$ cat src/rtl/core/assert_macros.svh
// Assertion macros shared by the RTL of this block.
// Both macros expect a signal named clk in the enclosing scope; BOLE_ASSERT also needs rst_n.
`ifndef ASSERT_MACROS_SVH
`define ASSERT_MACROS_SVH

// Checked only while the block is out of reset.
`define BOLE_ASSERT(name, prop) \
    name: assert property (@(posedge clk) disable iff (!rst_n) (prop)) \
        else $error("bounded ordered list engine: assertion failed");

// Checked at every clock edge, reset included.
`define BOLE_ASSERT_ALWAYS(name, prop) \
    name: assert property (@(posedge clk) (prop)) \
        else $error("bounded ordered list engine: assertion failed");

`endif

$ cat src/rtl/core/bole_pkg.sv
`default_nettype none

package bole_pkg;

    localparam int CAPACITY = 16;
    localparam int CNT_W    = $clog2(CAPACITY + 1);
    localparam int ADDR_W   = (CAPACITY > 1) ? $clog2(CAPACITY) : 1;
    localparam int DATA_W   = 32;
    localparam int POS_W    = 8;
    localparam int CMD_W    = 4;
    localparam int STATUS_W = 2;
    localparam int COUNT_W  = 5;
    localparam int CMP_W    = (CNT_W > POS_W) ? CNT_W : POS_W;

    typedef enum logic [CMD_W-1:0] {
        CMD_PUSH_FRONT   = 4'd0,
        CMD_PUSH_BACK    = 4'd1,
        CMD_PEEK_FIRST   = 4'd2,
        CMD_PEEK_LAST    = 4'd3,
        CMD_PEEK_INDEX   = 4'd4,
        CMD_REMOVE_FIRST = 4'd5,
        CMD_REMOVE_LAST  = 4'd6,
        CMD_REMOVE_INDEX = 4'd7,
        CMD_REMOVE_VALUE = 4'd8,
        CMD_CONTAINS     = 4'd9,
        CMD_CLEAR        = 4'd10
    } cmd_e_t;

    typedef enum logic [STATUS_W-1:0] {
        STS_OK      = 2'd0,
        STS_EMPTY   = 2'd1,
        STS_FULL    = 2'd2,
        STS_MISSING = 2'd3
    } status_t;

    typedef enum logic [2:0] {
        ST_IDLE,
        ST_PEEK,
        ST_TAKE,
        ST_SCAN,
        ST_SHIFT_DN,
        ST_SHIFT_UP,
        ST_DONE
    } state_t;

    typedef struct packed {
        logic signed [DATA_W-1:0] data;
        logic                     present;
        status_t                  status;
        logic [CNT_W-1:0]         count;
    } res_t;

endpackage

`default_nettype wire

$ cat src/rtl/core/bounded_ordered_list_engine.sv
// Ordered list of up to CAPACITY signed 32-bit elements, front at index 0.
// Commands arrive as words on the s_axis channel; every command gives exactly
// one result word on the m_axis channel, in command order.
// The elements live in a one-read, one-write memory with a registered read,
// so elements are searched and moved one at a time.
// Push back, clear, rejected commands and unused codes need no memory pass;
// peeks read one element, push front shifts every element up by one,
// removes shift the elements behind the removed one down, and contains
// and remove value scan from the front until a match or the end.
// One command is in the engine at a time; the next one is taken as soon as
// the previous result has moved to the output register.
// Reset empties the list; memory contents are not cleared, since only entries
// below the current length are ever read.
// When the receiver stalls, the result word waits in the output register and
// the engine finishes at most one more command, which then holds until the
// output register drains.
`default_nettype none

`include "assert_macros.svh"

module bounded_ordered_list_engine (
    input  wire logic        clk,
    input  wire logic        rst_n,
    input  wire logic        s_axis_tvalid,
    output logic             s_axis_tready,
    // command [3:0], value [35:4], position [43:36], zero [47:44]
    input  wire logic [47:0] s_axis_tdata,
    output logic             m_axis_tvalid,
    input  wire logic        m_axis_tready,
    // result_data [31:0], present [32], status [34:33], element_count [39:35]
    output logic [39:0]      m_axis_tdata
);

    import bole_pkg::*;

    logic   res_valid;
    logic   res_ready;
    res_t   res;
    res_t   out_reg;
    logic   out_valid_reg, out_valid_next;
    logic   load;
    logic   out_full;
    logic   out_empty;
    logic   out_blank;

    bole_ctrl u_ctrl (
        .clk       (clk),
        .rst_n     (rst_n),
        .in_valid  (s_axis_tvalid),
        .in_ready  (s_axis_tready),
        .command   (cmd_e_t'(s_axis_tdata[3:0])),
        .value     ($signed(s_axis_tdata[35:4])),
        .position  (s_axis_tdata[43:36]),
        .res_valid (res_valid),
        .res_ready (res_ready),
        .res       (res)
    );

    assign res_ready      = !out_valid_reg || m_axis_tready;
    assign load           = res_valid && res_ready;
    assign out_valid_next = load || (out_valid_reg && !m_axis_tready);

    always_ff @(posedge clk or negedge rst_n)
    begin
        if (!rst_n)
        begin
            out_valid_reg <= 1'b0;
        end
        else
        begin
            out_valid_reg <= out_valid_next;
        end
    end

    always_ff @(posedge clk)
    begin
        if (load)
        begin
            out_reg <= res;
        end
    end

    assign m_axis_tvalid        = out_valid_reg;
    assign m_axis_tdata[31:0]   = out_reg.data;
    assign m_axis_tdata[32]     = out_reg.present;
    assign m_axis_tdata[34:33]  = out_reg.status;
    assign m_axis_tdata[39:35]  = COUNT_W'(out_reg.count);

    assign out_full  = m_axis_tvalid && (out_reg.status == STS_FULL);
    assign out_empty = m_axis_tvalid && (out_reg.status == STS_EMPTY);
    assign out_blank = (out_reg.count == '0) && (out_reg.data == '0) && !out_reg.present;

    `BOLE_ASSERT(a_one_command_at_a_time, s_axis_tvalid && s_axis_tready |=> !s_axis_tready)
    `BOLE_ASSERT_ALWAYS(a_count_bound, m_axis_tvalid |-> out_reg.count <= CNT_W'(CAPACITY))
    `BOLE_ASSERT(a_full_means_capacity, out_full |-> out_reg.count == CNT_W'(CAPACITY))
    `BOLE_ASSERT(a_empty_gives_nothing, out_empty |-> out_blank)

endmodule

`default_nettype wire

$ cat src/rtl/core/bole_ram.sv
`default_nettype none

module bole_ram #(
    parameter int DEPTH = 16,
    parameter int WIDTH = 32,
    localparam int AW = (DEPTH > 1) ? $clog2(DEPTH) : 1
) (
    input  wire logic             clk,
    input  wire logic             we,
    input  wire logic [AW-1:0]    waddr,
    input  wire logic [WIDTH-1:0] wdata,
    input  wire logic             re,
    input  wire logic [AW-1:0]    raddr,
    output logic      [WIDTH-1:0] rdata
);

    logic [WIDTH-1:0] mem [DEPTH];

    always_ff @(posedge clk)
    begin
        if (we)
        begin
            mem[waddr] <= wdata;
        end
    end

    always_ff @(posedge clk)
    begin
        if (re)
        begin
            rdata <= mem[raddr];
        end
    end

endmodule

`default_nettype wire

$ cat src/rtl/core/bole_ctrl.sv
`default_nettype none

module bole_ctrl (
    input  wire logic                            clk,
    input  wire logic                            rst_n,
    input  wire logic                            in_valid,
    output logic                                 in_ready,
    input  wire bole_pkg::cmd_e_t                command,
    input  wire logic signed [bole_pkg::DATA_W-1:0] value,
    input  wire logic [bole_pkg::POS_W-1:0]      position,
    output logic                                 res_valid,
    input  wire logic                            res_ready,
    output bole_pkg::res_t                       res
);

    import bole_pkg::*;

    state_t                   state_reg, state_next;
    logic [CNT_W-1:0]         len_reg, len_next;
    logic [CNT_W-1:0]         ptr_reg, ptr_next;
    logic signed [DATA_W-1:0] data_reg, data_next;
    logic                     present_reg, present_next;
    status_t                  status_reg, status_next;
    cmd_e_t                   cmd_reg;
    logic signed [DATA_W-1:0] val_reg;

    logic                     mem_we;
    logic [ADDR_W-1:0]        mem_waddr;
    logic [DATA_W-1:0]        mem_wdata;
    logic                     mem_re;
    logic [ADDR_W-1:0]        mem_raddr;
    logic [DATA_W-1:0]        mem_rdata;

    logic                     accept;
    logic                     full;
    logic                     empty;
    logic                     pos_miss;
    logic [CNT_W-1:0]         pos_ptr;
    logic [CNT_W-1:0]         len_inc;
    logic [CNT_W-1:0]         len_m1;
    logic [CNT_W-1:0]         ptr_inc;
    logic [CNT_W-1:0]         ptr_inc2;
    logic [CNT_W-1:0]         ptr_m1;
    logic [CNT_W-1:0]         ptr_m2;
    logic                     more_after;
    logic                     shift_more;
    logic                     match;

    // Reads always run ahead of the writes of a shift, so no entry is read and
    // written in the same cycle and no forwarding path is needed.
    bole_ram #(
        .DEPTH (CAPACITY),
        .WIDTH (DATA_W)
    ) u_ram (
        .clk   (clk),
        .we    (mem_we),
        .waddr (mem_waddr),
        .wdata (mem_wdata),
        .re    (mem_re),
        .raddr (mem_raddr),
        .rdata (mem_rdata)
    );

    assign in_ready   = (state_reg == ST_IDLE);
    assign accept     = in_valid && in_ready;
    assign full       = (len_reg == CNT_W'(CAPACITY));
    assign empty      = (len_reg == '0);
    assign pos_miss   = (CMP_W'(position) >= CMP_W'(len_reg));
    assign pos_ptr    = CNT_W'(CMP_W'(position));
    assign len_inc    = len_reg + CNT_W'(1);
    assign len_m1     = len_reg - CNT_W'(1);
    assign ptr_inc    = ptr_reg + CNT_W'(1);
    assign ptr_inc2   = ptr_reg + CNT_W'(2);
    assign ptr_m1     = ptr_reg - CNT_W'(1);
    assign ptr_m2     = ptr_reg - CNT_W'(2);
    assign more_after = (ptr_inc < len_reg);
    assign shift_more = (ptr_inc2 < len_reg);
    assign match      = (mem_rdata == DATA_W'(val_reg));

    always_comb
    begin
        state_next = state_reg;
        case (state_reg)
            ST_IDLE:
            begin
                if (in_valid)
                begin
                    case (command)
                        CMD_PUSH_FRONT:
                            state_next = full ? ST_DONE : ST_SHIFT_UP;
                        CMD_PEEK_FIRST, CMD_PEEK_LAST:
                            state_next = empty ? ST_DONE : ST_PEEK;
                        CMD_PEEK_INDEX:
                            state_next = (empty || pos_miss) ? ST_DONE : ST_PEEK;
                        CMD_REMOVE_FIRST, CMD_REMOVE_LAST:
                            state_next = empty ? ST_DONE : ST_TAKE;
                        CMD_REMOVE_INDEX:
                            state_next = (empty || pos_miss) ? ST_DONE : ST_TAKE;
                        CMD_REMOVE_VALUE, CMD_CONTAINS:
                            state_next = empty ? ST_DONE : ST_SCAN;
                        default:
                            state_next = ST_DONE;
                    endcase
                end
            end
            ST_PEEK:
                state_next = ST_DONE;
            ST_TAKE:
                state_next = more_after ? ST_SHIFT_DN : ST_DONE;
            ST_SCAN:
            begin
                if (match)
                begin
                    if (cmd_reg == CMD_CONTAINS || !more_after)
                    begin
                        state_next = ST_DONE;
                    end
                    else
                    begin
                        state_next = ST_SHIFT_DN;
                    end
                end
                else if (!more_after)
                begin
                    state_next = ST_DONE;
                end
            end
            ST_SHIFT_DN:
                state_next = shift_more ? ST_SHIFT_DN : ST_DONE;
            ST_SHIFT_UP:
                state_next = (ptr_reg == '0) ? ST_DONE : ST_SHIFT_UP;
            ST_DONE:
                state_next = res_ready ? ST_IDLE : ST_DONE;
            default:
                state_next = ST_IDLE;
        endcase
    end

    always_comb
    begin
        len_next     = len_reg;
        ptr_next     = ptr_reg;
        data_next    = data_reg;
        present_next = present_reg;
        status_next  = status_reg;
        mem_we       = 1'b0;
        mem_waddr    = ptr_reg[ADDR_W-1:0];
        mem_wdata    = mem_rdata;
        mem_re       = 1'b0;
        mem_raddr    = ptr_reg[ADDR_W-1:0];
        case (state_reg)
            ST_IDLE:
            begin
                if (accept)
                begin
                    data_next    = '0;
                    present_next = 1'b0;
                    status_next  = STS_OK;
                    case (command)
                        CMD_PUSH_FRONT:
                        begin
                            if (full)
                            begin
                                status_next = STS_FULL;
                            end
                            else
                            begin
                                ptr_next  = len_reg;
                                mem_re    = !empty;
                                mem_raddr = len_m1[ADDR_W-1:0];
                            end
                        end
                        CMD_PUSH_BACK:
                        begin
                            if (full)
                            begin
                                status_next = STS_FULL;
                            end
                            else
                            begin
                                mem_we    = 1'b1;
                                mem_waddr = len_reg[ADDR_W-1:0];
                                mem_wdata = DATA_W'(value);
                                len_next  = len_inc;
                            end
                        end
                        CMD_PEEK_FIRST, CMD_REMOVE_FIRST, CMD_REMOVE_VALUE, CMD_CONTAINS:
                        begin
                            if (empty)
                            begin
                                status_next = STS_EMPTY;
                            end
                            else
                            begin
                                ptr_next  = '0;
                                mem_re    = 1'b1;
                                mem_raddr = '0;
                            end
                        end
                        CMD_PEEK_LAST, CMD_REMOVE_LAST:
                        begin
                            if (empty)
                            begin
                                status_next = STS_EMPTY;
                            end
                            else
                            begin
                                ptr_next  = len_m1;
                                mem_re    = 1'b1;
                                mem_raddr = len_m1[ADDR_W-1:0];
                            end
                        end
                        CMD_PEEK_INDEX, CMD_REMOVE_INDEX:
                        begin
                            if (empty)
                            begin
                                status_next = STS_EMPTY;
                            end
                            else if (pos_miss)
                            begin
                                status_next = STS_MISSING;
                            end
                            else
                            begin
                                ptr_next  = pos_ptr;
                                mem_re    = 1'b1;
                                mem_raddr = pos_ptr[ADDR_W-1:0];
                            end
                        end
                        CMD_CLEAR:
                            len_next = '0;
                        default:
                        begin
                        end
                    endcase
                end
            end
            ST_PEEK:
                data_next = $signed(mem_rdata);
            ST_TAKE:
            begin
                data_next = $signed(mem_rdata);
                if (more_after)
                begin
                    mem_re    = 1'b1;
                    mem_raddr = ptr_inc[ADDR_W-1:0];
                end
                else
                begin
                    len_next = len_m1;
                end
            end
            ST_SCAN:
            begin
                if (match)
                begin
                    present_next = 1'b1;
                    data_next    = $signed(mem_rdata);
                    if (cmd_reg != CMD_CONTAINS)
                    begin
                        if (more_after)
                        begin
                            mem_re    = 1'b1;
                            mem_raddr = ptr_inc[ADDR_W-1:0];
                        end
                        else
                        begin
                            len_next = len_m1;
                        end
                    end
                end
                else if (more_after)
                begin
                    ptr_next  = ptr_inc;
                    mem_re    = 1'b1;
                    mem_raddr = ptr_inc[ADDR_W-1:0];
                end
                else
                begin
                    status_next = STS_MISSING;
                end
            end
            ST_SHIFT_DN:
            begin
                mem_we = 1'b1;
                if (shift_more)
                begin
                    ptr_next  = ptr_inc;
                    mem_re    = 1'b1;
                    mem_raddr = ptr_inc2[ADDR_W-1:0];
                end
                else
                begin
                    len_next = len_m1;
                end
            end
            ST_SHIFT_UP:
            begin
                mem_we = 1'b1;
                if (ptr_reg == '0)
                begin
                    mem_wdata = DATA_W'(val_reg);
                    len_next  = len_inc;
                end
                else
                begin
                    ptr_next  = ptr_m1;
                    mem_re    = (ptr_reg > CNT_W'(1));
                    mem_raddr = ptr_m2[ADDR_W-1:0];
                end
            end
            default:
            begin
            end
        endcase
    end

    always_ff @(posedge clk or negedge rst_n)
    begin
        if (!rst_n)
        begin
            state_reg <= ST_IDLE;
            len_reg   <= '0;
        end
        else
        begin
            state_reg <= state_next;
            len_reg   <= len_next;
        end
    end

    always_ff @(posedge clk)
    begin
        ptr_reg     <= ptr_next;
        data_reg    <= data_next;
        present_reg <= present_next;
        status_reg  <= status_next;
        if (accept)
        begin
            cmd_reg <= command;
            val_reg <= value;
        end
    end

    assign res_valid   = (state_reg == ST_DONE);
    assign res.data    = data_reg;
    assign res.present = present_reg;
    assign res.status  = status_reg;
    assign res.count   = len_reg;

endmodule

`default_nettype wire
$ cat config.mk
export PLATFORM = sky130hd
export DESIGN_NAME = bounded_ordered_list_engine
export DESIGN_NICKNAME = d
export VERILOG_FILES = /design/src/rtl/core/bole_pkg.sv /design/src/rtl/core/bounded_ordered_list_engine.sv /design/src/rtl/core/bole_ram.sv /design/src/rtl/core/bole_ctrl.sv
export VERILOG_INCLUDE_DIRS = /design/src /design/src/rtl/core
export SDC_FILE = /design/constraint.sdc
export NUM_CORES = 1
export LEC_CHECK = 0
export ABC_AREA = 1
export BUFFER_PORTS_ARGS = -buffer_cell sky130_fd_sc_hd__clkbuf_2
export CAP_MARGIN = 30
export CORE_MARGIN = 10
export CORE_UTILIZATION = 30
export DETAILED_ROUTE_END_ITERATION = 16
export GPL_TIMING_DRIVEN = 0
export RECOVER_POWER = 50
export SLEW_MARGIN = 20
export SYNTH_ARGS = -nofsm -noshare
export SYNTH_HDL_FRONTEND = slang
export SYNTH_HIERARCHICAL = 1
export SYNTH_SLANG_ARGS = --single-unit
export TNS_END_PERCENT = 100
$ cat constraint.sdc
create_clock -name clk -period 4.2 [get_ports clk]
set_clock_uncertainty 0.15 [all_clocks]
set_input_delay 0.21 -clock clk [delete_from_list [all_inputs] [get_ports clk]]
set_output_delay 0.21 -clock clk [all_outputs]
set_load 0.05 [all_outputs]
==> flow_metrics.py <==
metrics = {
    "outcome": {
        "status": "finished, violations left",
        "violations": "max-capacitance violations, max-slew violations",
    },
    "place": {
        "dp_slack_ns": -0.832,
        "place_congestion": 0.904,
        "portBuffers": 89,
        "dp_cells": 4482,
        "dp_hpwl_um": 65200,
    },
    "cts": {
        "clk_latency_ns": 0.62,
        "cts_buffers": 70,
        "cts_tree": "done",
        "cts.htree.levels": 3,
        "clk_pin_slew_ns": 0.06,
        "clock_sinks": 669,
        "clock-root-buffer": "clkbuf_16",
        "cts_buffer_depth": 3,
    },
    "critical_path": {
        "regToRegSetupSlack_ns": 0.12,
        "r2r_cells": 19,
        "arrival_ns": 4.38,
        "worstPathMaxFanout": 10,
        "cp_num_cells": 19,
        "critical_path.slowest_cell": "edfxtp_1",
        "cp_num_buf_inv": 5,
        "r2r_end": "u_ctrl/u_ram/rdata[6]",
        "worstPathRequired_ns": 4.51,
        "cp_cell_sequence": "clkbuf_4 > inv_2 > ha_1 > ha_1 > nand2_1 > nor2_1 > o21ai_0 > nand3_1 > nand2_2 > nand3_1 > o21ai_0 > nand3_2 > inv_1 > clkbuf_4 > buf_4 > nand3_1 > nand3_1 > nand3_1 > nand2_1",
        "critPathMostFrequentCell": "nand3_1",
        "r2r-start": "u_ctrl/ptr_reg[2]",
        "crit_path_start_kind": "register",
        "critPathKind": "reg2reg",
        "critPathTopFamily": "simple AND/OR/NAND/NOR gates",
        "cpPeakStageDelay_ns": 0.46,
        "end_kind": "register",
    },
    "timing": {
        "fin_ws_ns": 0.124,
        "worst-slew-pin-transition_ns": 2.73,
        "setup_viol": 0,
        "slew_viol_final": 20,
        "fin_crit_sh_pct": 97.1,
        "hold_violations": 0,
        "period_needed_ns": 4.08,
        "fmax_ghz": 0.245,
        "maxSlewHeadroom_pct": -82.8,
    },
    "grt": {
        "gr-usage-all-layers_pct": 15.8,
        "antenna_found_initial": 1,
        "grt_max_degree": 21,
        "met1_usage_pct": 20.4,
        "grt_pass1_vias": 21000,
        "grt_busiest_layer": "met2",
        "gr-total-overflow": 0,
        "grt_pass1_wl_um": 137000,
        "gr-usage-met3_pct": 2.26,
        "met2_usage_pct": 26.8,
    },
    "synthesis": {
        "syn_inst": 2995,
        "yosysWarnings": 6,
        "avgSynthCellArea_um2": 10.2,
        "synth_nets": 3068,
        "synth_common_cells": "nand2_1 (966), edfxtp_1 (660), inv_1 (501)",
        "yosys.area.top_type": "edfxtp_1",
        "yosysMostFrequentCell": "nand2_1",
        "synth_ff_type": "edfxtp_1",
        "synthArstFlopShare_pct": 1.35,
        "yosys-top-cells-area": "edfxtp_1 (65%), nand2_1 (12%), nand3_1 (7.1%), inv_1 (6.2%), nor2_1 (1.4%)",
        "synth-edff-count": 660,
        "ys_types": 45,
        "seq_area_frac_synth_pct": 65.6,
        "syn_area_um2": 30500,
        "synth_top_area_share_pct": 64.9,
        "ys_ff_latch": 669,
    },
    "worst_hold_path": {
        "hp-class": "in2reg",
        "min_path_cells": 5,
        "min-delay-start": "s_axis_tdata[41]",
        "worst_hold_path.endpoint": "u_ctrl/status_reg[1]",
    },
    "floorplanning": {
        "dieArea_um2": 115000,
        "initial_core_util_pct": 30.4,
        "die_w_um": 339,
        "fp.dieH_um": 339,
        "core_region_area_um2": 101000,
        "pin_count": 94,
        "placementRows": 116,
    },
    "routing": {
        "num_vias": 22200,
        "drc": 0,
        "routed_wl_um": 94400,
        "routed_via_density": 4.76,
        "drt_iter0_markers": 2456,
        "post_drt_wl_per_cell_um": 20.2,
        "drt.antenna.violating_nets": 0,
        "firstDrtPassIters": 6,
    },
    "cells_and_area": {
        "nets": 3343,
        "fillers": 9848,
        "top_register": "u_ctrl/u_ram/mem",
        "syn_to_final_growth_pct": 19.5,
        "final_cells": 4676,
        "drive_gt1_share_pct": 10.8,
        "diodes": 0,
        "largest_register_ffs": 512,
    },
    "job": {
        "cap_violations": 1,
    },
}
## cells by family (layout without fill, tap and decap cells)
logic type	count (synthesis)	count (layout)	share of synthesized area (%)
buf+inv	634	957	8.94
fa+ha+maj	21	21	0.860
compound gates	93	93	2.50
xor+xnor	23	23	0.660
flops	669	669	65.6
mux	1	1	0.0328
simple gates	1554	1555	21.4
## through the flow
stage | setup TNS [ns] | hold WS [ns] | util (%) | instance area, µm²
2_1_floorplan | 0 | -0.236 | - | 30500
3_3_place_gp | -1372.88 | -0.0416 | 32.5 | 32700
3_5_place_dp | -159.54 | -0.0433 | 33.3 | 33500
4_1_cts | 0 | 0.0153 | 36.4 | 36600
5_1_grt | -0.00267 | 0.0970 | 36.3 | 36500
6_report | 0 | 0.0319 | 36.3 | 36500
## worst min-delay path, delay by kind of cell
kind | cells | cell delay, ns
AOI/OAI and AO/OA | 1 | 0.11
and+or+nand+nor | 3 | 0.26
buffers and inverters | 1 | 0.08
## routing by layer
metal | vias up | share of wire (%)
li1 | 10300 | -
met1 | 10700 | 40
met2 | 1018 | 48
met3 | 177 | 8.5
met4 | 2 | 3.4
met5 | - | 0.014
## cell usage in the layout, fill, tap and decap left out, drive strengths merged, types with 24 or more instances in the layout
| cell type | instances |
|---|---|
| a21oi | 24 |
| buf | 140 |
| clkbuf | 228 |
| clkinv | 29 |
| dlygate4sd3 | 45 |
| edfxtp | 660 |
| inv | 511 |
| nand2 | 970 |
| nand3 | 434 |
| nor2 | 123 |
| o221ai | 25 |
## repair_timing
item                                    in CTS  in global routing
endpoints found under the setup margin     539                230
resized for setup                           54                 51
buffers inserted                            23                  4
hold buffers                                45                  0
cloned                                       1                  0
pin swaps                                   17                  3
endpoints found under the hold margin       92                  0
## final cells by class
cell class	instances	area, µm²	share of cell area (%)
Buffer	122	958	2.63
Clock buffer	88	1840	5.05
Clock inverter	33	250	0.686
Inverter	511	1930	5.29
Multi-Input combinational cell	1693	7940	21.8
Sequential cell	669	20000	54.9
Tap cell	1357	1700	4.65
Timing Repair Buffer	203	1820	4.98
## worst max-delay path by stage
stage	from	slack, ns	endpoint
final	u_ctrl/ptr_reg[2]	0.12	u_ctrl/u_ram/rdata[6]
after global routing	u_ctrl/ptr_reg[2]	-0.003	u_ctrl/u_ram/rdata[3]
after CTS	u_ctrl/ptr_reg[2]	0.0005	u_ctrl/u_ram/rdata[2]
after detailed placement	u_ctrl/ptr_reg[2]	-0.83	u_ctrl/u_ram/rdata[2]
after global placement	u_ctrl/state_reg[0]	-2.50	u_ctrl/u_ram/mem[1][10]
after floorplan	u_ctrl/val_reg[22]	0.19	u_ctrl/data_reg[0]
Power is left out: the tool's default activity adds up to more than one toggle a clock period on the data nets, which glitch-free logic cannot reach.
